<file path="src/tmp_pkg.sv">
// ----------------------------------------------------------------------------
// tmp_pkg: shared types, constants and fixed-point helpers
// Signed fixed-point value type, saturating multiply/add, register indexes,
// datapath operation codes and controller states.
// ----------------------------------------------------------------------------
package tmp_pkg;

  localparam int VW  = 32;           // value width
  localparam int FB  = 16;           // fraction bits
  localparam int CW  = 31;           // width of the unsigned Q15.16 setup registers
  localparam int TSW = 17;           // width of the time step register
  localparam int QW  = VW - 1 + FB;  // width of a divider quotient

  typedef logic signed [VW-1:0] val_t;

  localparam val_t VMAX = {1'b0, {(VW-1){1'b1}}};
  localparam val_t VMIN = {1'b1, {(VW-1){1'b0}}};

  // profile segment codes
  localparam logic [1:0] SEG_ACCEL  = 2'd0;
  localparam logic [1:0] SEG_CRUISE = 2'd1;
  localparam logic [1:0] SEG_DECEL  = 2'd2;
  localparam logic [1:0] SEG_DONE   = 2'd3;

  typedef enum logic [2:0] {
    CFG_ACCEL  = 3'd0,
    CFG_VEL    = 3'd1,
    CFG_POS    = 3'd2,
    CFG_TSTEP  = 3'd3,
    CFG_PSCALE = 3'd4
  } cfg_idx_t;

  typedef enum logic [4:0] {
    OP_NONE,
    OP_DIV_LOAD_A,
    OP_DIV_STEP,
    OP_EOA_LOAD_C,
    OP_STORE_EOC,
    OP_R0, OP_R1, OP_R2, OP_R3, OP_R4,
    OP_T0, OP_T1, OP_T2, OP_T3, OP_T4, OP_T5,
    OP_EMIT
  } dp_op_t;

  typedef enum logic [2:0] {
    CS_IDLE,
    CS_DIV_A,
    CS_EOA,
    CS_DIV_C,
    CS_RECALC,
    CS_TICK,
    CS_EMIT
  } ctl_state_t;

  // (a*b) >> FB, truncated toward zero, saturated
  function automatic val_t qmul(val_t a, val_t b);
    logic              neg;
    logic [VW-1:0]     ma;
    logic [VW-1:0]     mb;
    logic [2*VW-1:0]   p;
    logic [2*VW-FB-1:0] q;
    logic [VW-1:0]     lim;
    logic [VW-1:0]     mag;
    neg = a[VW-1] ^ b[VW-1];
    ma  = a[VW-1] ? VW'(-a) : VW'(a);
    mb  = b[VW-1] ? VW'(-b) : VW'(b);
    p   = (2*VW)'(ma) * (2*VW)'(mb);
    q   = p[2*VW-1:FB];
    lim = neg ? {1'b1, {(VW-1){1'b0}}} : {1'b0, {(VW-1){1'b1}}};
    mag = (q > (2*VW-FB)'(lim)) ? lim : q[VW-1:0];
    return neg ? val_t'(-mag) : val_t'(mag);
  endfunction

  // saturating add
  function automatic val_t sadd(val_t a, val_t b);
    logic signed [VW:0] s;
    s = {a[VW-1], a} + {b[VW-1], b};
    if (s[VW] != s[VW-1]) return s[VW] ? VMIN : VMAX;
    return s[VW-1:0];
  endfunction

endpackage

</file>
<file path="src/tmp_ctrl.sv">
// ----------------------------------------------------------------------------
// tmp_ctrl: sequencing controller
// Accepts a tick, runs the two divisions and the coefficient steps on a
// restart, then the evaluation steps, and hands the result to the output.
// ----------------------------------------------------------------------------
module tmp_ctrl (
  input  logic             clk,
  input  logic             rst_n,
  input  logic             in_valid,
  input  logic             in_restart,
  input  logic             out_busy,
  output logic             in_ready,
  output tmp_pkg::dp_op_t  op
);

  localparam int CNTW = $clog2(tmp_pkg::QW);

  tmp_pkg::ctl_state_t state_r, state_nxt;
  logic [CNTW-1:0] cnt_r, cnt_nxt;

  always_ff @(posedge clk) begin
    if (!rst_n) begin
      state_r <= tmp_pkg::CS_IDLE;
      cnt_r   <= '0;
    end else begin
      state_r <= state_nxt;
      cnt_r   <= cnt_nxt;
    end
  end

  // next state and datapath command
  always_comb begin
    state_nxt = state_r;
    cnt_nxt   = cnt_r;
    in_ready  = 1'b0;
    op        = tmp_pkg::OP_NONE;
    case (state_r)
      tmp_pkg::CS_IDLE: begin
        in_ready = 1'b1;
        cnt_nxt  = '0;
        if (in_valid) begin
          if (in_restart) begin
            op        = tmp_pkg::OP_DIV_LOAD_A;
            state_nxt = tmp_pkg::CS_DIV_A;
          end else begin
            state_nxt = tmp_pkg::CS_TICK;
          end
        end
      end
      tmp_pkg::CS_DIV_A, tmp_pkg::CS_DIV_C: begin
        op = tmp_pkg::OP_DIV_STEP;
        if (cnt_r == CNTW'(tmp_pkg::QW - 1)) begin
          cnt_nxt   = '0;
          state_nxt = (state_r == tmp_pkg::CS_DIV_A) ? tmp_pkg::CS_EOA : tmp_pkg::CS_RECALC;
        end else begin
          cnt_nxt = cnt_r + 1'b1;
        end
      end
      tmp_pkg::CS_EOA: begin
        op        = tmp_pkg::OP_EOA_LOAD_C;
        state_nxt = tmp_pkg::CS_DIV_C;
      end
      tmp_pkg::CS_RECALC: begin
        cnt_nxt = cnt_r + 1'b1;
        case (cnt_r[2:0])
          3'd0: op = tmp_pkg::OP_STORE_EOC;
          3'd1: op = tmp_pkg::OP_R0;
          3'd2: op = tmp_pkg::OP_R1;
          3'd3: op = tmp_pkg::OP_R2;
          3'd4: op = tmp_pkg::OP_R3;
          default: begin
            op        = tmp_pkg::OP_R4;
            cnt_nxt   = '0;
            state_nxt = tmp_pkg::CS_TICK;
          end
        endcase
      end
      tmp_pkg::CS_TICK: begin
        cnt_nxt = cnt_r + 1'b1;
        case (cnt_r[2:0])
          3'd0: op = tmp_pkg::OP_T0;
          3'd1: op = tmp_pkg::OP_T1;
          3'd2: op = tmp_pkg::OP_T2;
          3'd3: op = tmp_pkg::OP_T3;
          3'd4: op = tmp_pkg::OP_T4;
          default: begin
            op        = tmp_pkg::OP_T5;
            cnt_nxt   = '0;
            state_nxt = tmp_pkg::CS_EMIT;
          end
        endcase
      end
      tmp_pkg::CS_EMIT: begin
        if (!out_busy) begin
          op        = tmp_pkg::OP_EMIT;
          state_nxt = tmp_pkg::CS_IDLE;
        end
      end
      default: state_nxt = tmp_pkg::CS_IDLE;
    endcase
  end

endmodule

</file>
<file path="config.mk">
export PLATFORM = sky130hd
export DESIGN_NAME = tmp_ctrl
export DESIGN_NICKNAME = d
export VERILOG_FILES = /design/src/tmp_pkg.sv /design/src/tmp_ctrl.sv
export SDC_FILE = /design/constraint.sdc
export NUM_CORES = 1
export LEC_CHECK = 0
export ABC_AREA = 1
export BUFFER_PORTS_ARGS = -buffer_cell sky130_fd_sc_hd__buf_2
export CORE_MARGIN = 2
export CORE_UTILIZATION = 50
export CTS_CLUSTER_DIAMETER = 50
export DETAILED_ROUTE_END_ITERATION = 16
export PLACE_DENSITY_LB_ADDON = 0.2
export RECOVER_POWER = 100
export SYNTH_ARGS = -nofsm -noshare
export SYNTH_HDL_FRONTEND = slang
export SYNTH_SLANG_ARGS = --single-unit
</file>
<file path="constraint.sdc">
create_clock -name clk -period 4.5 [get_ports clk]
set_input_delay 0.225 -clock clk [delete_from_list [all_inputs] [get_ports clk]]
set_output_delay 0.225 -clock clk [all_outputs]
set_load 0.03 [all_outputs]
</file>
# --- Yosys cells after proc, flatten, opt, wreduce, memory -nomap -nowiden ---
# Index checks and enable logic that the tools add are counted.
word_totals:
  wordCells: 44
  out_inout_bits: 6
  register_bits: 9
op_classes:
  n_mux: 18
  reduce_logical: 7
  n_addsub: 1
  eq_ne: 16
op_table:
  columns: ["cell", "count"]
  rows:
  - ["5-bit one-hot mux with 6 select lines", 1]
  - ["3-bit two-way mux", 7]
  - ["4-bit one-hot mux with 5 select lines", 1]
  - ["3-bit one-hot mux with 6 select lines", 1]
  - ["6-bit one-hot mux with 3 select lines", 1]
  - ["3-bit one-hot mux with 5 select lines", 1]
  - ["3-bit by 2-bit == test with 1-bit output (second input constant)", 4]
  - ["3-bit == test (second input constant)", 4]
  - ["6-bit two-way mux", 2]
  - ["2-bit inequality test (second input constant)", 5]
  - ["6-bit by 1-bit adder with 6-bit output (second input constant)", 1]
  - ["3-bit by 1-bit == test with 1-bit output (second input constant)", 2]
  - ["6-bit == test (second input constant)", 1]
  - ["3-bit zero test", 2]
  - ["5-bit two-way mux", 1]
  - ["5-bit AND reduction", 1]
  - ["5-bit OR reduction", 1]
  - ["2-bit OR reduction", 2]
  - ["1-bit two-way mux", 3]
  - ["3-bit nonzero test", 1]

# --- Longest topological paths before layout ---
# Gate-level depths: netlist of run 1.
depth:
  depth_word: 4
  ltp_mapped: 11

# --- Least setup slack after synthesis of run 1 ---
# No wires, ideal clock.
synth_path:
  path_kind: "flip-flop to output port"
  from: "register cnt_r[1]"
  to: "output op[2]"
  path_slack_ps: 2549
  stages_incl_launch_ff: 8
  t_required_ps: 4275
  arrival_ps: 1726
  cell_sequence: "dfxtp_1 -> ha_1 -> inv_1 -> nor2_1 -> nor2_4 -> nand3_4 -> o21ai_0 -> o21ai_0"
synth_between:
  elab_chain_len: 3
  elab_cells_between_ends: 8
  classes_between: "eq/ne: 4; mux: 3; reduce/logical: 1"
synth_lines:
  columns: ["item", "line_no", "source"]
  rows:
  - ["start: declaration", "tmp_ctrl.sv:19", "logic [CNTW-1:0] cnt_r, cnt_nxt;"]
  - ["start signal: assignment", "tmp_ctrl.sv:27", "cnt_r <= cnt_nxt;"]
  - ["3-bit == test (tied with other cells)", "tmp_ctrl.sv:65, tmp_ctrl.sv:80", null]
  - ["3-bit one-hot mux with 5 select lines / 4-bit one-hot mux with 5 select lines (equally long branches)", "tmp_ctrl.sv:80, tmp_ctrl.sv:65", null]
  - ["5-bit one-hot mux with 6 select lines *", "tmp_ctrl.sv:37", "case (state_r)"]
  - ["end: declaration", "tmp_ctrl.sv:13", "output tmp_pkg::dp_op_t op"]
# Mark *: on every way between the ends. The rest lies on a longest branch, timed or not.

# --- Worst setup path after layout of run 1 ---
layout_path:
  from: "register cnt_r[1]"
  to: "output op[0]"
# Same word-level chain as after synthesis.

==> run metrics, run 1 <==
number of buffers created by CTS=3; Final HPWL DP=1430 µm; area of combinational cells with multiple inputs=552 µm²; TNS Setup=0 ps; vias after detailed routing=854; max-slew violation count=0; CTS tree=done; Crit path max-delay family=compound AO/OA/AOI/OAI gates; met2 demand-to-capacity share in global routing=0.327; floorplan die area=0.00208 mm²; number of primary I/O pins=11; initial core utilization=0.519; core area=0.00167 mm²; count leader, synth=sky130_fd_sc_hd__nand2_1; average detailed-routed wire length per instance=10.7 µm; leakage power=0.484 nW; clock root buffer=sky130_fd_sc_hd__clkbuf_4; most frequent cells after synthesis=33 x sky130_fd_sc_hd__nand2_1, 21 x sky130_fd_sc_hd__inv_1, 21 x sky130_fd_sc_hd__nand3_1; clock transition at the register clock pins on the worst setup and hold paths after CTS=60 ps; Crit Reg-Reg Startpoint=cnt_r[1]; Crit. Startpoint=cnt_r[1]; share of synthesized registers carrying an async set or reset=0; Top Usage Layer GRT=met2; layout cells sized above 1=0.142; largest net degree at the start of global routing=11; vertical die dimension=45.6 µm; routability congestion estimate=0.848; number of hold-repair buffers added at the cts stage=0; clock tree buffer depth=2; overall routing resource usage=0.205; met1 GRT Util=0.263; largest voltage drop on the vdd net=0.317 mV; category of the worst setup path capture point=output port; met3 track utilization from global routing=0.0357; Least-Margin Pin Slew=577 ps; initial antenna violation count=0; fraction of synthesized cell area taken by the top area cell type=0.208; sink count of the clock tree=9; most frequently used flop master after synthesis=sky130_fd_sc_hd__dfxtp_1; total gr overflow=0; synthesized instance count=136; PostCTS Resize Cnt=0; slowest stage cell, crit path=sky130_fd_sc_hd__o21ai_0; post-synthesis cell area=867 µm²; count of unresolved DRC violations after routing=0; highest net fanout along the worst path=8; run status=complete, no violations; critical path data required time=4280 ps; die boundary width=45.6 µm; category of the most critical setup path=reg2out; crit path buf inv count=2; per-cell via count in the routed design=5.18; unrepaired setup endpoints after global routing=no; first-pass GRT wire length=3060 µm; maximum single-stage delay on the critical path=470 ps; Final Core Density=0.548; sequence of cells on the critical path=inv_1 -> ha_1 -> o21ai_0 -> nand3_4 -> nand2_1 -> nand2_1 -> nand4_1 -> clkbuf_1; top post-synthesis cells by area=sky130_fd_sc_hd__dfxtp_1 21%, sky130_fd_sc_hd__nand2_1 14%, sky130_fd_sc_hd__nand3_1 12%; Max Clk Rate=399 MHz; register area=180 µm²; nets@finish=160; number of buffers added on ports=10; count of endpoints failing hold in the final timing report=0; total routed wirelength=1760 µm; cell taking the most area after synthesis=sky130_fd_sc_hd__dfxtp_1; cell mode on critical path=sky130_fd_sc_hd__nand2_1; portion of the post-synthesis area used by sequential elements=0.208; post-CTS setup buffers=0; minimum clock period after layout=2510 ps; number of nets produced by synthesis=147; type of the worst min-delay path=in2reg; clock skew after layout=3.75 ps; tightest slew margin relative to the limit=0.611; Starting DRT DRC Count=16; Final period util=0.557; fill count=174; CTS H-tree lvls=1; crit path DAT=2280 ps; count of synthesis-stage warnings from yosys=0; ANT cells=0; number of endpoints failing setup at the final stage=0; number of enable flip-flop cells after synthesis=0; Std-Cell Rows=15; synth-to-layout area growth=5.63%; post-synthesis average cell area=6.38 µm²; Clock Latency Late Sink=260 ps; power density of the placed cells=568 mW/mm²; number of distinct library cell variants in the gate-level netlist after synthesis=22; number of global-route vias before repair=746; critical hold path startpoint=rst_n; Critical Path Source Type=register; antenna viol nets, final=0; number of optimization iterations in the first detailed-route pass=5; flip-flop and latch count after synthesis=9; maxcap violations=0
==> metrics by stage <==
| step | setup slack, ps | instances | instance area (µm²) | hold WS (ps) | total power, mW |
|---|---|---|---|---|---|
| 2_1_floorplan | 2550 | 136 | 867 | 323 | 0.414 |
| 3_3_place_gp | 2710 | 161 | 916 | 485 | 0.475 |
| 3_5_place_dp | 2680 | 161 | 916 | 495 | 0.482 |
| 4_1_cts | 2400 | 165 | 942 | 236 | 0.545 |
| 5_1_grt | 1790 | 165 | 916 | 245 | 0.570 |
| 6_report | 1990 | 165 | 916 | 233 | 0.520 |
==> cell usage in the layout (no fill, tap or decap) <==
cell type and count:
sky130_fd_sc_hd__clkbuf_4 3, sky130_fd_sc_hd__nand2_1 34, sky130_fd_sc_hd__nand4_1 4, sky130_fd_sc_hd__nor2_1 7, sky130_fd_sc_hd__o211ai_1 1, sky130_fd_sc_hd__o21ai_0 9, sky130_fd_sc_hd__clkbuf_1 7, sky130_fd_sc_hd__nor2_4 2
sky130_fd_sc_hd__inv_2 4, sky130_fd_sc_hd__nand3_1 21, sky130_fd_sc_hd__nand3_4 1, sky130_fd_sc_hd__a21oi_1 4, sky130_fd_sc_hd__nand2_4 2, sky130_fd_sc_hd__dfxtp_1 9, sky130_fd_sc_hd__nand2_2 3, sky130_fd_sc_hd__inv_1 21
sky130_fd_sc_hd__nor2_2 2, sky130_fd_sc_hd__nor3_1 2, sky130_fd_sc_hd__buf_2 4, sky130_fd_sc_hd__ha_1 6, sky130_fd_sc_hd__xor2_1 1, sky130_fd_sc_hd__nand3b_1 1
==> power by group <==
part	internal, mW	switching (mW)
clock network	0.0341	0.0271
registers	0.0965	0.0297
logic	0.100	0.232
==> state kept, by name, summed over array words and instances, names as in the netlist <==
register	cells
cnt_r	6
state_r	3
==> cell type report <==
cell class / instances / share of cell area
clock buffers: 4 / 0.0287
well taps: 17 / 0.0232
inverters: 25 / 0.102
flip-flops and latches: 9 / 0.197
repair buffers: 10 / 0.0464
multi-input cells: 100 / 0.602
==> path summary, 6_finish.rpt <==
kind,endpoint,slack [ps],cells after the start
setup / recovery,op[0],1990,8
hold / removal,cnt_r[2],230,3
setup reg to reg,cnt_r[0],2410,8
hold reg to reg,cnt_r[5],520,2
==> layer usage <==
metal | routed length (µm) | up-vias
li1 | - | 459
met3 | 62 | 2
met5 | 0 | -
met2 | 829 | 24
met4 | 19 | 0
met1 | 852 | 369
==> kinds of logic (layout without fill, tap and decap cells) <==
kind of cell    Yosys count  in the layout  share of synthesized area
fa+ha+maj                 6              6                     0.0866
buf+inv                  27             39                      0.134
compound gates           14             14                     0.0967
flops                     9              9                      0.208
simple gates             79             79                      0.465
xor+xnor                  1              1                     0.0101
==> tightest hold or removal path: cells and delay by family <==
kind / cells / cell delay, ps
buf+inv: 2 / 180
simple gates: 1 / 60
Power figures use the tool's default switching activity.
==> run 2, diff against run 1 <==
--- a/config.mk
+++ b/config.mk
@@ -5,7 +5,7 @@
 export SDC_FILE = /design/constraint.sdc
 export NUM_CORES = 1
 export LEC_CHECK = 0
-export ABC_AREA = 1
+export ABC_AREA = 0
 export BUFFER_PORTS_ARGS = -buffer_cell sky130_fd_sc_hd__buf_2
 export CORE_MARGIN = 2
 export CORE_UTILIZATION = 50
==> constraint.sdc (replaced) <==
create_clock -name clk -period 2 [get_ports clk]
set_input_delay 0.1 -clock clk [delete_from_list [all_inputs] [get_ports clk]]
set_output_delay 0.1 -clock clk [all_outputs]
set_load 0.03 [all_outputs]
==> run metrics, run 2 <==
clock root buffer=sky130_fd_sc_hd__clkbuf_4; max-slew violation count=0; highest routed layer=met4; clock skew after layout=11.5 ps; number of global-route vias before repair=673; TNS Setup=0 ps; Least-Margin Pin Slew=410 ps; crit path DAT=1760 ps; DRT met1 WL=860 µm; number of buffers added on ports=10; critical path endpoint=op[0]; routability congestion estimate=0.794; category of the most critical setup path=reg2out; maximum single-stage delay on the critical path=390 ps; Final period util=0.932; Max Clk Rate=537 MHz; commonest cells after routing, fill and taps aside=8 x sky130_fd_sc_hd__nand2_1, 8 x sky130_fd_sc_hd__a21oi_1, 7 x sky130_fd_sc_hd__nor2_1, 7 x sky130_fd_sc_hd__buf_4; total met2 wirelength after detailed routing=826 µm; number of optimization iterations in the first detailed-route pass=4; largest voltage drop on the vdd net=0.433 mV; sequence of cells on the critical path=inv_1 -> ha_1 -> nor3_4 -> a22oi_2 -> a21o_1 -> o31ai_1 -> buf_2; most frequently used flop master after synthesis=sky130_fd_sc_hd__dfxtp_1; most frequent cells after synthesis=9 x sky130_fd_sc_hd__dfxtp_1, 8 x sky130_fd_sc_hd__a21oi_1, 8 x sky130_fd_sc_hd__nand2_1; number of endpoints failing setup at the final stage=0; core area=0.00151 mm²; highest net fanout along the worst path=7; number of cells traversed by the worst hold path=2; number of enable flip-flop cells after synthesis=0; share of synthesized registers carrying an async set or reset=0; capture point of the worst reg-to-reg path=state_r[1]; total routed wirelength=1790 µm; overall routing resource usage=0.206; largest net degree at the start of global routing=13; type of the worst min-delay path=in2reg; number of buffers created by CTS=3; power density of the placed cells=894 mW/mm²; slowest stage cell, crit path=sky130_fd_sc_hd__dfxtp_2; Largest register FFs=6; Final Core Density=0.593; register with the highest flop count=cnt_r; flip-flop and latch count after synthesis=9; average detailed-routed wire length per instance=14.0 µm; run status=complete, no violations; category of the worst setup path capture point=output port; clock transition at the register clock pins on the worst setup and hold paths after CTS=70 ps; Crit Reg-Reg Startpoint=cnt_r[1]; number of nets produced by synthesis=110; critical path data required time=1900 ps; synthesized instance count=99; die boundary width=44.1 µm; per-cell via count in the routed design=5.96; count of synthesis-stage warnings from yosys=0; first-pass GRT wire length=2990 µm; count of unresolved DRC violations after routing=0; tightest slew margin relative to the limit=0.726; sink count of the clock tree=9; ANT cells=0; vias after detailed routing=763; post-synthesis average cell area=8.13 µm²; Std-Cell Rows=14; vertical die dimension=44.1 µm; Clock Latency Late Sink=270 ps; minimum clock period after layout=1860 ps; CTS tree=done; maxcap violations=0; post-synthesis cell area=805 µm²; Critical Path Source Type=register; number of primary I/O pins=11; Crit. Startpoint=cnt_r[1]; unrepaired setup endpoints after global routing=no; total gr overflow=0; layout cells sized above 1=0.250; nets@finish=124; cell taking the most area after synthesis=sky130_fd_sc_hd__dfxtp_1; synth-to-layout area growth=11.0%; DR WL met3=78 µm; Starting DRT DRC Count=18; count of endpoints failing hold in the final timing report=0; Final HPWL DP=1230 µm; Worst Reg2Reg Path Length in Cells=8; fraction of synthesized cell area taken by the top area cell type=0.224; clock tree buffer depth=2; antenna viol nets, final=0; CTS H-tree lvls=1; number of distinct library cell variants in the gate-level netlist after synthesis=44; initial antenna violation count=0; floorplan die area=0.00195 mm²; top post-synthesis cells by area=sky130_fd_sc_hd__dfxtp_1 22%, sky130_fd_sc_hd__ha_1 9.3%, sky130_fd_sc_hd__a21oi_1 5.0%; portion of the post-synthesis area used by sequential elements=0.224; count leader, synth=sky130_fd_sc_hd__dfxtp_1; biggest regs=cnt_r: 6 flops, state_r: 3 flops; leakage power=0.366 nW; worst-case register-to-register setup slack=210 ps; total power=0.798 mW; initial core utilization=0.534
==> run 2: timing repair <==
item                       4_1_cts  5_1_grt
resized for setup                3        8
hold buffers                     0        0
pin swaps                        1        3
setup buffers                    0        5
setup endpoints to repair        2        3
==> run 2: metal layers <==
metal,vias up,global-route usage
met1,356,0.285
met4,0,0.0727
met5,-,0
li1,387,-
met3,5,0.0490
met2,15,0.312
==> run 2: how the worst min path moves through the flow <==
stage / slack, ps / startpoint / to
after detailed placement: 420 / rst_n / state_r[0]
final: 130 / rst_n / state_r[0]
after CTS: 140 / rst_n / state_r[0]
after global placement: 420 / rst_n / state_r[0]
after global routing: 140 / rst_n / state_r[2]
after floorplan: 310 / in_restart / state_r[2]
==> run 2: layout make-up <==
| cell class | count | area (µm²) |
|---|---|---|
| clock buffers | 4 | 26.3 |
| fillers | 145 | 613 |
| inverters | 8 | 30.0 |
| multi-input cells | 76 | 543 |
| flip-flops and latches | 9 | 184 |
| well taps | 16 | 20.0 |
| repair buffers | 15 | 90.1 |
==> run 2: per-stage QoR <==
stage / hold WS (ps) / setup slack, ps / cells / instance area, µm²
final: 135 / 136 / 128 / 893
after floorplan: 311 / 229 / 99 / 805
after global routing: 137 / 13.4 / 128 / 893
after detailed placement: 423 / 162 / 119 / 823
after CTS: 139 / 0.974 / 123 / 860
after global placement: 423 / 224 / 119 / 823
==> run 2: report_power, final <==
group	leakage, nW	switching [mW]	internal (mW)
clock network	0.0150	0.0683	0.0771
registers	0.0747	0.0477	0.202
logic	0.276	0.240	0.163
==> run 2: cells by family (layout without fill, tap and decap cells) <==
logic type	Yosys count	count (layout)	share of synthesized area
compound gates	38	38	0.356
fa+ha+maj	6	6	0.0933
buf+inv	14	27	0.101
flops	9	9	0.224
simple gates	32	32	0.226
==> run 2: critical path: cells and delay by family, from the launching register on <==
| kind | cells | cell delay [ps] |
|---|---|---|
| AOI/OAI and AO/OA | 3 | 310 |
| adders and majority gates | 1 | 240 |
| DFF | 1 | 390 |
| and+or+nand+nor | 1 | 230 |
| buffers and inverters | 2 | 330 |
