<file path="src/tmp_pkg.sv">
// ----------------------------------------------------------------------------
// tmp_pkg: shared types, constants and fixed-point helpers
// Signed fixed-point value type, saturating multiply/add, register indexes,
// datapath operation codes and controller states.
// ----------------------------------------------------------------------------
package tmp_pkg;

  localparam int VW  = 32;           // value width
  localparam int FB  = 16;           // fraction bits
  localparam int CW  = 31;           // width of the unsigned Q15.16 setup registers
  localparam int TSW = 17;           // width of the time step register
  localparam int QW  = VW - 1 + FB;  // width of a divider quotient

  typedef logic signed [VW-1:0] val_t;

  localparam val_t VMAX = {1'b0, {(VW-1){1'b1}}};
  localparam val_t VMIN = {1'b1, {(VW-1){1'b0}}};

  // profile segment codes
  localparam logic [1:0] SEG_ACCEL  = 2'd0;
  localparam logic [1:0] SEG_CRUISE = 2'd1;
  localparam logic [1:0] SEG_DECEL  = 2'd2;
  localparam logic [1:0] SEG_DONE   = 2'd3;

  typedef enum logic [2:0] {
    CFG_ACCEL  = 3'd0,
    CFG_VEL    = 3'd1,
    CFG_POS    = 3'd2,
    CFG_TSTEP  = 3'd3,
    CFG_PSCALE = 3'd4
  } cfg_idx_t;

  typedef enum logic [4:0] {
    OP_NONE,
    OP_DIV_LOAD_A,
    OP_DIV_STEP,
    OP_EOA_LOAD_C,
    OP_STORE_EOC,
    OP_R0, OP_R1, OP_R2, OP_R3, OP_R4,
    OP_T0, OP_T1, OP_T2, OP_T3, OP_T4, OP_T5,
    OP_EMIT
  } dp_op_t;

  typedef enum logic [2:0] {
    CS_IDLE,
    CS_DIV_A,
    CS_EOA,
    CS_DIV_C,
    CS_RECALC,
    CS_TICK,
    CS_EMIT
  } ctl_state_t;

  // (a*b) >> FB, truncated toward zero, saturated
  function automatic val_t qmul(val_t a, val_t b);
    logic              neg;
    logic [VW-1:0]     ma;
    logic [VW-1:0]     mb;
    logic [2*VW-1:0]   p;
    logic [2*VW-FB-1:0] q;
    logic [VW-1:0]     lim;
    logic [VW-1:0]     mag;
    neg = a[VW-1] ^ b[VW-1];
    ma  = a[VW-1] ? VW'(-a) : VW'(a);
    mb  = b[VW-1] ? VW'(-b) : VW'(b);
    p   = (2*VW)'(ma) * (2*VW)'(mb);
    q   = p[2*VW-1:FB];
    lim = neg ? {1'b1, {(VW-1){1'b0}}} : {1'b0, {(VW-1){1'b1}}};
    mag = (q > (2*VW-FB)'(lim)) ? lim : q[VW-1:0];
    return neg ? val_t'(-mag) : val_t'(mag);
  endfunction

  // saturating add
  function automatic val_t sadd(val_t a, val_t b);
    logic signed [VW:0] s;
    s = {a[VW-1], a} + {b[VW-1], b};
    if (s[VW] != s[VW-1]) return s[VW] ? VMIN : VMAX;
    return s[VW-1:0];
  endfunction

endpackage

</file>
<file path="src/tmp_div.sv">
// ----------------------------------------------------------------------------
// tmp_div: restoring divider, one quotient bit per cycle
// Computes (num << FB) / den for unsigned setup values, saturated; a zero
// divisor gives the largest value.
// ----------------------------------------------------------------------------
module tmp_div (
  input  logic                    clk,
  input  logic                    load,
  input  logic                    step,
  input  logic [tmp_pkg::CW-1:0]  num,
  input  logic [tmp_pkg::CW-1:0]  den,
  output tmp_pkg::val_t           quo
);

  logic [tmp_pkg::QW-1:0] nq_r, nq_nxt;
  logic [tmp_pkg::CW-1:0] rem_r, rem_nxt;
  logic [tmp_pkg::CW-1:0] den_r, den_nxt;
  logic [tmp_pkg::CW:0]   rem_sh;
  logic                   ge;

  // one shift-subtract step
  always_comb begin
    rem_sh  = {rem_r, nq_r[tmp_pkg::QW-1]};
    ge      = rem_sh >= {1'b0, den_r};
    nq_nxt  = nq_r;
    rem_nxt = rem_r;
    den_nxt = den_r;
    if (load) begin
      nq_nxt  = {num, {tmp_pkg::FB{1'b0}}};
      rem_nxt = '0;
      den_nxt = den;
    end else if (step) begin
      nq_nxt  = {nq_r[tmp_pkg::QW-2:0], ge};
      rem_nxt = ge ? tmp_pkg::CW'(rem_sh - {1'b0, den_r}) : tmp_pkg::CW'(rem_sh);
    end
  end

  always_ff @(posedge clk) begin
    nq_r  <= nq_nxt;
    rem_r <= rem_nxt;
    den_r <= den_nxt;
  end

  // saturate quotient
  always_comb begin
    if (den_r == '0 || nq_r[tmp_pkg::QW-1:tmp_pkg::VW-1] != '0) quo = tmp_pkg::VMAX;
    else quo = tmp_pkg::val_t'(nq_r[tmp_pkg::VW-1:0]);
  end

endmodule

</file>
<file path="src/tmp_dp.sv">
// ----------------------------------------------------------------------------
// tmp_dp: profile datapath
// Setup registers, profile coefficients, elapsed time, one shared fixed-point
// multiplier, the divider and the result register.
// ----------------------------------------------------------------------------
module tmp_dp (
  input  logic                clk,
  input  logic                rst_n,
  input  tmp_pkg::dp_op_t     op,
  input  logic                cfg_we,
  input  logic [2:0]          cfg_index,
  input  logic [31:0]         cfg_data,
  input  logic                out_ready,
  output logic                out_busy,
  output logic                out_valid,
  output tmp_pkg::val_t       out_pos,
  output tmp_pkg::val_t       out_vel,
  output logic [1:0]          out_seg,
  output logic                out_done
);

  typedef tmp_pkg::val_t val_t;

  logic [tmp_pkg::CW-1:0]  accel_r, vel_r, posmax_r, pscale_r;
  logic [tmp_pkg::TSW-1:0] tstep_r;

  val_t elapsed_r, half_r, coff_r, dsq_r, dlin_r, dconst_r;
  val_t eoa_r, eoc_r, eom_r;
  val_t mul_r, acc_r, ppos_r, pvel_r;
  logic [1:0] seg_r;
  logic       done_r;

  val_t out_pos_r, out_vel_r;
  logic [1:0] out_seg_r;
  logic       out_done_r, out_valid_r;

  val_t a_v, v_v, p_v, s_v, ts_v, t;
  val_t mul_a, mul_b, prod, quo;
  logic [1:0] seg_now;
  logic div_load, div_step;
  logic [tmp_pkg::CW-1:0] div_num, div_den;

  assign a_v  = val_t'({1'b0, accel_r});
  assign v_v  = val_t'({1'b0, vel_r});
  assign p_v  = val_t'({1'b0, posmax_r});
  assign s_v  = val_t'({1'b0, pscale_r});
  assign ts_v = val_t'({{(tmp_pkg::VW-tmp_pkg::TSW){1'b0}}, tstep_r});
  assign t    = elapsed_r;

  // setup registers
  always_ff @(posedge clk) begin
    if (!rst_n) begin
      accel_r  <= tmp_pkg::CW'(65536);
      vel_r    <= tmp_pkg::CW'(65536);
      posmax_r <= tmp_pkg::CW'(65536);
      tstep_r  <= tmp_pkg::TSW'(655);
      pscale_r <= tmp_pkg::CW'(65536);
    end else if (cfg_we) begin
      case (cfg_index)
        tmp_pkg::CFG_ACCEL:  accel_r  <= cfg_data[tmp_pkg::CW-1:0];
        tmp_pkg::CFG_VEL:    vel_r    <= cfg_data[tmp_pkg::CW-1:0];
        tmp_pkg::CFG_POS:    posmax_r <= cfg_data[tmp_pkg::CW-1:0];
        tmp_pkg::CFG_TSTEP:  tstep_r  <= cfg_data[tmp_pkg::TSW-1:0];
        tmp_pkg::CFG_PSCALE: pscale_r <= cfg_data[tmp_pkg::CW-1:0];
        default: ;
      endcase
    end
  end

  // divider operands
  assign div_load = (op == tmp_pkg::OP_DIV_LOAD_A) || (op == tmp_pkg::OP_EOA_LOAD_C);
  assign div_step = (op == tmp_pkg::OP_DIV_STEP);
  assign div_num  = (op == tmp_pkg::OP_EOA_LOAD_C) ? posmax_r : vel_r;
  assign div_den  = (op == tmp_pkg::OP_EOA_LOAD_C) ? vel_r : accel_r;

  tmp_div u_div (
    .clk  (clk),
    .load (div_load),
    .step (div_step),
    .num  (div_num),
    .den  (div_den),
    .quo  (quo)
  );

  // segment of the current time
  always_comb begin
    if (t <= eoa_r)      seg_now = tmp_pkg::SEG_ACCEL;
    else if (t <= eoc_r) seg_now = tmp_pkg::SEG_CRUISE;
    else if (t <= eom_r) seg_now = tmp_pkg::SEG_DECEL;
    else                 seg_now = tmp_pkg::SEG_DONE;
  end

  // shared multiplier operand select
  always_comb begin
    mul_a = '0;
    mul_b = '0;
    case (op)
      tmp_pkg::OP_R0: begin mul_a = v_v;   mul_b = eoa_r; end
      tmp_pkg::OP_R1: begin mul_a = a_v;   mul_b = eoc_r; end
      tmp_pkg::OP_R2: begin mul_a = eoc_r; mul_b = eoc_r; end
      tmp_pkg::OP_R3: begin mul_a = half_r; mul_b = mul_r; end
      tmp_pkg::OP_T0: begin
        mul_b = t;
        case (seg_now)
          tmp_pkg::SEG_ACCEL:  mul_a = half_r;
          tmp_pkg::SEG_CRUISE: mul_a = v_v;
          tmp_pkg::SEG_DECEL:  mul_a = dsq_r;
          default:             mul_a = '0;
        endcase
      end
      tmp_pkg::OP_T1: begin mul_a = mul_r; mul_b = t; end
      tmp_pkg::OP_T2: begin
        mul_b = t;
        mul_a = (seg_r == tmp_pkg::SEG_ACCEL) ? val_t'(half_r <<< 1) : dlin_r;
      end
      tmp_pkg::OP_T3: begin mul_a = val_t'(dsq_r <<< 1); mul_b = t; end
      tmp_pkg::OP_T5: begin mul_a = ppos_r; mul_b = s_v; end
      default: ;
    endcase
  end

  assign prod = tmp_pkg::qmul(mul_a, mul_b);

  // coefficient and tick sequencing
  always_ff @(posedge clk) begin
    if (!rst_n) begin
      elapsed_r <= '0;
      half_r    <= '0;
      coff_r    <= '0;
      dsq_r     <= '0;
      dlin_r    <= '0;
      dconst_r  <= '0;
      eoa_r     <= '0;
      eoc_r     <= '0;
      eom_r     <= '0;
    end else begin
      case (op)
        tmp_pkg::OP_EOA_LOAD_C: eoa_r <= quo;
        tmp_pkg::OP_STORE_EOC:  eoc_r <= quo;
        tmp_pkg::OP_R0: begin
          eom_r  <= tmp_pkg::sadd(eoa_r, eoc_r);
          half_r <= a_v >>> 1;
          dsq_r  <= -(a_v >>> 1);
        end
        tmp_pkg::OP_R1: coff_r   <= -(mul_r >>> 1);
        tmp_pkg::OP_R2: dlin_r   <= tmp_pkg::sadd(mul_r, v_v);
        tmp_pkg::OP_R4: begin
          dconst_r  <= tmp_pkg::sadd(-mul_r, coff_r);
          elapsed_r <= '0;
        end
        tmp_pkg::OP_T0: if (seg_now == tmp_pkg::SEG_DONE) elapsed_r <= '0;
        tmp_pkg::OP_T5: elapsed_r <= tmp_pkg::sadd(elapsed_r, ts_v);
        default: ;
      endcase
    end
  end

  // working values of one tick
  always_ff @(posedge clk) begin
    case (op)
      tmp_pkg::OP_R0, tmp_pkg::OP_R1, tmp_pkg::OP_R2, tmp_pkg::OP_R3,
      tmp_pkg::OP_T5: mul_r <= prod;
      tmp_pkg::OP_T0: begin
        mul_r  <= prod;
        seg_r  <= seg_now;
        done_r <= (seg_now == tmp_pkg::SEG_DONE);
        ppos_r <= '0;
        pvel_r <= '0;
      end
      tmp_pkg::OP_T1: begin
        mul_r <= prod;
        if (seg_r == tmp_pkg::SEG_CRUISE) begin
          ppos_r <= tmp_pkg::sadd(mul_r, coff_r);
          pvel_r <= v_v;
        end
      end
      tmp_pkg::OP_T2: begin
        mul_r <= prod;
        if (seg_r == tmp_pkg::SEG_ACCEL) ppos_r <= mul_r;
        acc_r <= mul_r;
      end
      tmp_pkg::OP_T3: begin
        mul_r <= prod;
        if (seg_r == tmp_pkg::SEG_ACCEL) pvel_r <= mul_r;
        acc_r <= tmp_pkg::sadd(acc_r, mul_r);
      end
      tmp_pkg::OP_T4: begin
        if (seg_r == tmp_pkg::SEG_DECEL) begin
          ppos_r <= tmp_pkg::sadd(acc_r, dconst_r);
          pvel_r <= tmp_pkg::sadd(mul_r, dlin_r);
        end
      end
      default: ;
    endcase
  end

  // result register
  always_ff @(posedge clk) begin
    if (!rst_n) begin
      out_valid_r <= 1'b0;
    end else if (op == tmp_pkg::OP_EMIT) begin
      out_valid_r <= 1'b1;
    end else if (out_ready) begin
      out_valid_r <= 1'b0;
    end
  end

  always_ff @(posedge clk) begin
    if (op == tmp_pkg::OP_EMIT) begin
      out_pos_r  <= mul_r;
      out_vel_r  <= pvel_r;
      out_seg_r  <= seg_r;
      out_done_r <= done_r;
    end
  end

  assign out_busy  = out_valid_r && !out_ready;
  assign out_valid = out_valid_r;
  assign out_pos   = out_pos_r;
  assign out_vel   = out_vel_r;
  assign out_seg   = out_seg_r;
  assign out_done  = out_done_r;

endmodule

</file>
<file path="config.mk">
export PLATFORM = sky130hd
export DESIGN_NAME = tmp_dp
export DESIGN_NICKNAME = d
export VERILOG_FILES = /design/src/tmp_pkg.sv /design/src/tmp_div.sv /design/src/tmp_dp.sv
export SDC_FILE = /design/constraint.sdc
export NUM_CORES = 2
export LEC_CHECK = 0
export BUFFER_PORTS_ARGS = -buffer_cell sky130_fd_sc_hd__buf_4
export CAP_MARGIN = 15
export CORE_MARGIN = 3
export CORE_UTILIZATION = 30
export DETAILED_ROUTE_END_ITERATION = 12
export PLACE_DENSITY = 0.44
export SLEW_MARGIN = 10
export SYNTH_ARGS = -nofsm -noshare
export SYNTH_HDL_FRONTEND = slang
export SYNTH_SLANG_ARGS = --single-unit
export TNS_END_PERCENT = 30
</file>
<file path="constraint.sdc">
create_clock -name clk -period 17.92 [get_ports clk]
set_input_delay 0 -clock clk [delete_from_list [all_inputs] [get_ports clk]]
set_output_delay 0 -clock clk [all_outputs]
set_load 0.05 [all_outputs]
</file>
* Word level (Yosys, flattened, before mapping) *
Index checks and enable logic that the tools add are counted.

storage, ports and cells
  flip-flop bits (word level) = 735
  input bits = 44
  output and inout bits = 69
  logic and storage cells = 192

cells by class
  $add $sub $neg = 15
  multipliers = 1
  order comparisons = 5
  eq/ne operators = 38
  mux-type cells = 77
  bitwise logic cells = 1
  reduce and logical (&&, ||, !) cells = 26

operators by type and width
  cell                  number
  $mux W32              37
  $pmux W32 S9          1
  $pmux W32 S4          2
  $add A32 B32 Y33      7
  $pmux W32 S3          2
  $pmux W32 S5          1
  $neg A32 Y32          4
  $le A32 B32 Y1        3
  $mux W47              2
  $mux W31              3
  $mul A32 B32 Y64      1
  $pmux W32 S2          1
  $gt A48 B32 Y1        1
  $eq A5 B4 Y1 const B  8
  $add A32 B18 Y33      1
  $ge A32 B31 Y1        1
  $neg A30 Y32          1
  $neg A31 Y32          1
  $logic_not A31 Y1     1
  $sub A31 B31 Y31      1
  $mux W1               26
  $eq A5 B3 Y1 const B  4
  $reduce_bool A16 Y1   1
  $reduce_and A2 Y1     6
  24 further kinds      47

* Logic depth before layout (Yosys ltp) *
  depth in word-level cells = 14
  mapped depth = 84
  depth with buffers taken out = 78

* Modules after synthesis *
From an unflattened synthesis, not the netlist that was laid out.

second synthesis, totals
  cells, all modules = 10355
  area, all modules = 84868.9 um2

by module, submodules not included
  module   instances  cells each  area an instance (um2)  seq. area each (um2)
  tmp_dp   1          9713        78497.8                 14493.9
  tmp_div  1          642         6371.1                  2802.7

* Worst setup path before layout *
Ideal clock, no wire load.

  kind = register to register
  start point = register eoc_r[13]
  end point = register mul_r[30], data pin
  library setup time = 281 ps
  data arrival time = 16288 ps
  data required time = 17639 ps
  slack = 1351 ps
  cell stages (with the launch flop) = 77
  path buffers = 7
  period minus slack after synthesis = 16569 ps
  cell sequence = dfxtp_1 > inv_1 > ha_1 > nand4_1 > or4_1 > a21o_1 > a41oi_1 > nor3b_1 > or2_1 > buf_2 > and3_1 > nor2_1 > o21ai_0 > clkinv_1 > clkbuf_1 > ha_1 > nand3_1 > nor2_1 > [41 not listed] > o31ai_1 > a21oi_1 > o221ai_1 > nor3b_1 > nand4_1 > a2111o_1 > nor4_1 > nand3_1 > clkbuf_1 > clkbuf_1 > a21oi_1 > ha_1 > nand2b_1 > and4b_1 > nand4_1 > or3_1 > a211oi_1 > nor3_1

between the ends
  word-level cells in the longest chain between the ends = 13
  elaborated cells on any way between the ends = 20
  those cells by class = 3 x add/sub; 1 x mul; 2 x order compare; 2 x eq/ne; 10 x mux; 1 x bitwise; 1 x reduce/logical

ends and longest elaborated chain
  element                                     RTL line       source
  start, declared                             tmp_dp.sv:28   val_t eoa_r, eoc_r, eom_r;
  start signal, assigned                      tmp_dp.sv:139  tmp_pkg::OP_STORE_EOC: eoc_r <= quo;
  $le A32 B32 Y1                              tmp_dp.sv:88   else if (t <= eoc_r) seg_now = tmp_pkg::SEG_CRUISE;
  $mux W2                                     tmp_dp.sv:88
  $mux W2                                     tmp_dp.sv:87   if (t <= eoa_r) seg_now = tmp_pkg::SEG_ACCEL;
  $eq A2 B2 Y1, or another cell as far along  tmp_dp.sv:104  case (seg_now)
  $pmux W32 S3                                tmp_dp.sv:104
  $pmux W32 S9                                tmp_dp.sv:97   case (op)
  $neg A32 Y32                                tmp_pkg.sv:64  ma = a[VW-1] ? VW'(-a) : VW'(a);
  $mux W32                                    tmp_pkg.sv:64
  $mul A32 B32 Y64                            tmp_pkg.sv:66  p = (2*VW)'(ma) * (2*VW)'(mb);
  $gt A48 B32 Y1                              tmp_pkg.sv:69  mag = (q > (2*VW-FB)'(lim)) ? lim : q[VW-1:0];
  $mux W32                                    tmp_pkg.sv:69
  $neg A32 Y32                                tmp_pkg.sv:70  return neg ? val_t'(-mag) : val_t'(mag);
  $mux W32 (*)                                tmp_pkg.sv:70
  net prod[30]                                tmp_dp.sv:38   val_t mul_a, mul_b, prod, quo;
  end signal, assigned                        tmp_dp.sv:162  tmp_pkg::OP_T5: mul_r <= prod;
  end signal, assigned                        tmp_dp.sv:164  mul_r <= prod;
  end signal, assigned                        tmp_dp.sv:171  mul_r <= prod;
  end, declared                               tmp_dp.sv:29   val_t mul_r, acc_r, ppos_r, pvel_r;

The timed path passes the listed nets; every way through them passes the cells marked *.
A chain may end at the register's enable or synchronous reset.

* Worst setup path after layout *
  start point = register elapsed_r[31]
  end point = register mul_r[20], data pin

between the ends
  word-level cells in the longest chain between the ends = 14
  elaborated cells on any way between the ends = 23
  those cells by class = 3 x add/sub; 1 x mul; 4 x order compare; 2 x eq/ne; 11 x mux; 1 x bitwise; 1 x reduce/logical

ends and longest elaborated chain
  element                                     RTL line       source
  start, declared                             tmp_dp.sv:27   val_t elapsed_r, half_r, coff_r, dsq_r, dlin_r, dconst_r;
  start signal, assigned                      tmp_dp.sv:152  tmp_pkg::OP_T5: elapsed_r <= tmp_pkg::sadd(elapsed_r, ts_v);
  $le A32 B32 Y1                              tmp_dp.sv:89   else if (t <= eom_r) seg_now = tmp_pkg::SEG_DECEL;
  $mux W1                                     tmp_dp.sv:89
  $mux W2                                     tmp_dp.sv:88
  $mux W2                                     tmp_dp.sv:87
  $eq A2 B2 Y1, or another cell as far along  tmp_dp.sv:104
  $pmux W32 S3                                tmp_dp.sv:104
  $pmux W32 S9                                tmp_dp.sv:97
  $neg A32 Y32                                tmp_pkg.sv:64
  $mux W32                                    tmp_pkg.sv:64
  $mul A32 B32 Y64                            tmp_pkg.sv:66
  $gt A48 B32 Y1                              tmp_pkg.sv:69
  $mux W32                                    tmp_pkg.sv:69
  $neg A32 Y32                                tmp_pkg.sv:70
  $mux W32 (*)                                tmp_pkg.sv:70
  net prod[20]                                tmp_dp.sv:38

Marks and branches as above.

==> flow_summary.ini <==
[critical_path]
r2r_cells = 66
r2r_end = mul_r[20]
critical_path.max_stage_delay_ns = 0.59
arrival_ns = 17.69
r2r_start = elapsed_r[31]
setup.worst_path.class = register to register
cp-start-kind = register
end_kind = register
crit_required_ns = 18.41
regToRegSetupSlack_ns = 0.73
worstPathMaxFanout = 7
cpMostUsedCell = fa_1
critical_path.slowest_cell = fa_1

[global_routing]
track_usage = 0.266
grt_overflow = 0
antenna_found_initial = 34
grt_pass1_wl_mm = 555
grt_max_degree = 120
grt_pass1_vias = 77300

[detailed_routing]
drcViolationCount = 0
via_per_inst = 5.34
drtAntennaViolNets = 0
top_layer = met5
wirelength_mm = 385
dr.first_iter.drc_count = 6809
dr_wl_met3_mm = 22.7
routedWlPerCell_um = 26.9
dr.pass1.iters = 9
wl_met2_mm = 174
drt-met1-wl_mm = 161
vias = 76600

[final_layout]
fillCellCount = 29000
utilization = 0.353
drive_gt1_frac = 0.113
regMostFlops = u_div.nq_r
largest_reg_flops = 47
layout_commonest_cell = nand2_1
area_growth_pct = 17.1
final_nets = 12100
final_cell_mix = nand2_1, inv_1, nor2_1, fa_1, buf_4

[timing]
min_period_over_period = 0.960
fin_skew_ns = 0.123
relSlewSlack = 0.118
worst_pin_slew_ns = 1.32
hold_viol = 0
final.setup.tns_ns = 0
fmax_mhz = 58.2
slew_viol_final = 0
setup_viol = 0
holdWs_ns = 0.0325
fin_crit_ns = 17.19
setup_ws_ns = 0.725

[worst_hold_path]
holdPathStages = 4
min_from = cfg_data[10]
min_path_type = input port to register
holdPathEnd = pscale_r[10]

[pwr]
ir_drop_v = 0.0000941
power_frac_comb = 0.252
power.leakage_nw = 43.0
p_seq_frac = 0.343
power.switching_mw = 1.91
cellPowerDensity_nw_per_um2 = 56.3
sw_frac_of_total = 0.348
pwr-share-clk = 0.405
power_mw = 5.50
p_int_mw = 3.58

[synth]
ys.flop_type = dfxtp_1
avgSynthCellArea_um2 = 8.25
ys_seq_area_frac = 0.207
synth_edf_count = 260
yosys-top-cells-area = fa_1, dfxtp_1, ha_1, edfxtp_1, nand2_1
synth.net_count = 11700
synth_cell_types = 103
post-synth-top-area-cell = fa_1
async_flop_share = 0
synthCells = 10100
synth_seq_cells = 734
yosys_warnings = 0
yosysTopAreaCellShare = 0.217
netlist_area_um2 = 83500

[status]
status = finished clean

[floorplan]
start_util = 0.302
rows = 193
core_um2 = 277000
die-area_um2 = 285000
die_x_um = 534
dieHeight_um = 534
ios = 113

[placed_design]
hpwl_mm = 309
finalWeightedCongestion = 0.965
dp_slack_ns = -0.0704
port_buffers = 111

[clocking]
cts_root_buf = clkbuf_16
h-tree-depth = 3
clockBufferDepth = 4
clkLatencyLatePin_ns = 0.89
cts.sinks = 734
cts_tree = built
cts_buffers = 103
clk_pin_slew_worst_paths_ns = 0.06

[job]
maxCapViolCount = 0
==> kinds of logic after synthesis <==
kind of cell	synth area share
simple gates	0.180
compound gates	0.154
buf+inv	0.0821
fa+ha+maj	0.322
flops	0.207
xor+xnor	0.0446
mux	0.0113
==> layout make-up <==
cell class / instances / area, um2 / area share
diodes: 13 / 32.5 / 0.000333
clock buffers: 126 / 2810 / 0.0288
clock inverters: 63 / 727 / 0.00744
inverters: 1270 / 4770 / 0.0489
multi-input cells: 7567 / 60500 / 0.619
flip-flops and latches: 734 / 17300 / 0.177
well taps: 3705 / 4640 / 0.0474
repair buffers: 852 / 6940 / 0.0710
==> worst max path at each step <==
| stage | startpoint | to | slack (ns) | cells past startpoint |
|---|---|---|---|---|
| finish | elapsed_r[31] | mul_r[20] | 0.73 | 66 |
| global route | eoc_r[13] | mul_r[20] | -0.02 | 67 |
| CTS | elapsed_r[11] | mul_r[22] | 0.09 | 79 |
| detailed placement | elapsed_r[31] | mul_r[22] | -0.07 | 65 |
| global placement | eoc_r[10] | mul_r[22] | -0.11 | 67 |
| floorplan | eoc_r[13] | mul_r[30] | 1.35 | 76 |
==> critical path, delay by kind of cell (launching register included) <==
kind	cells	cell delay, ns
DFF	1	0.45
muxes	1	0.23
AOI/OAI and AO/OA	13	3.00
and+or+nand+nor	26	6.01
buffers and inverters	12	1.52
adders and majority gates	12	5.25
xor gates and xnor gates	2	0.38
==> stage by stage <==
stage	std cells	cell area [um2]
3_5_place_dp	14000	92800
6_report	14300	97700
2_1_floorplan	10100	83500
4_1_cts	14300	97200
3_3_place_gp	14000	92800
5_1_grt	14300	97700
==> cell usage after synthesis (23+ instances only) <==
| cell type | instances |
|---|---|
| nor3_1 | 181 |
| a222oi_1 | 31 |
| a211o_1 | 28 |
| nand2_1 | 1498 |
| or2_2 | 25 |
| o221a_2 | 30 |
| fa_1 | 904 |
| a22o_1 | 33 |
| clkbuf_1 | 504 |
| dfxtp_1 | 474 |
| nand4_1 | 93 |
| xnor2_1 | 262 |
| or3_1 | 72 |
| o211ai_1 | 49 |
| inv_1 | 1265 |
| o21ai_0 | 428 |
| o21bai_1 | 56 |
| xor2_1 | 161 |
| and3_1 | 62 |
| nand3_1 | 233 |
| mux2i_1 | 54 |
| nand2b_1 | 77 |
| o21a_1 | 40 |
| a22oi_1 | 115 |
| maj3_1 | 44 |
| nor2b_1 | 69 |
| mux2_2 | 35 |
| nor4_1 | 47 |
| a21boi_0 | 23 |
| a31oi_1 | 47 |
| a221oi_1 | 47 |
| a21o_1 | 114 |
| nor2_1 | 931 |
| a211oi_1 | 102 |
| ha_1 | 664 |
| edfxtp_1 | 260 |
| buf_1 | 37 |
| and2_1 | 84 |
| a21oi_1 | 687 |
==> repair_timing <==
action | in CTS | in global routing
endpoints found under the setup margin | 13 | 17
setup buffers | 0 | 13
endpoints found under the hold margin | 364 | 0
gates cloned | 0 | 0
hold buffers | 87 | 0
gates resized for setup | 5 | 75
pin swaps | 0 | 16
==> power by group through the flow <==
stage | combinational, mW | clock, mW | sequential, mW
floorplan | 0.759 | 0 | 1.86
global placement | 1.32 | 0 | 1.92
detailed placement | 1.32 | 0 | 1.92
CTS | 1.35 | 2.28 | 1.89
global route | 1.48 | 2.33 | 1.89
finish | 1.39 | 2.22 | 1.89
==> routing by layer <==
metal	vias up	track usage
met5	-	0
met4	4	0.151
met3	696	0.0339
met2	2610	0.429
met1	38700	0.342
li1	34600	-
(Power assumes the default switching activity.)
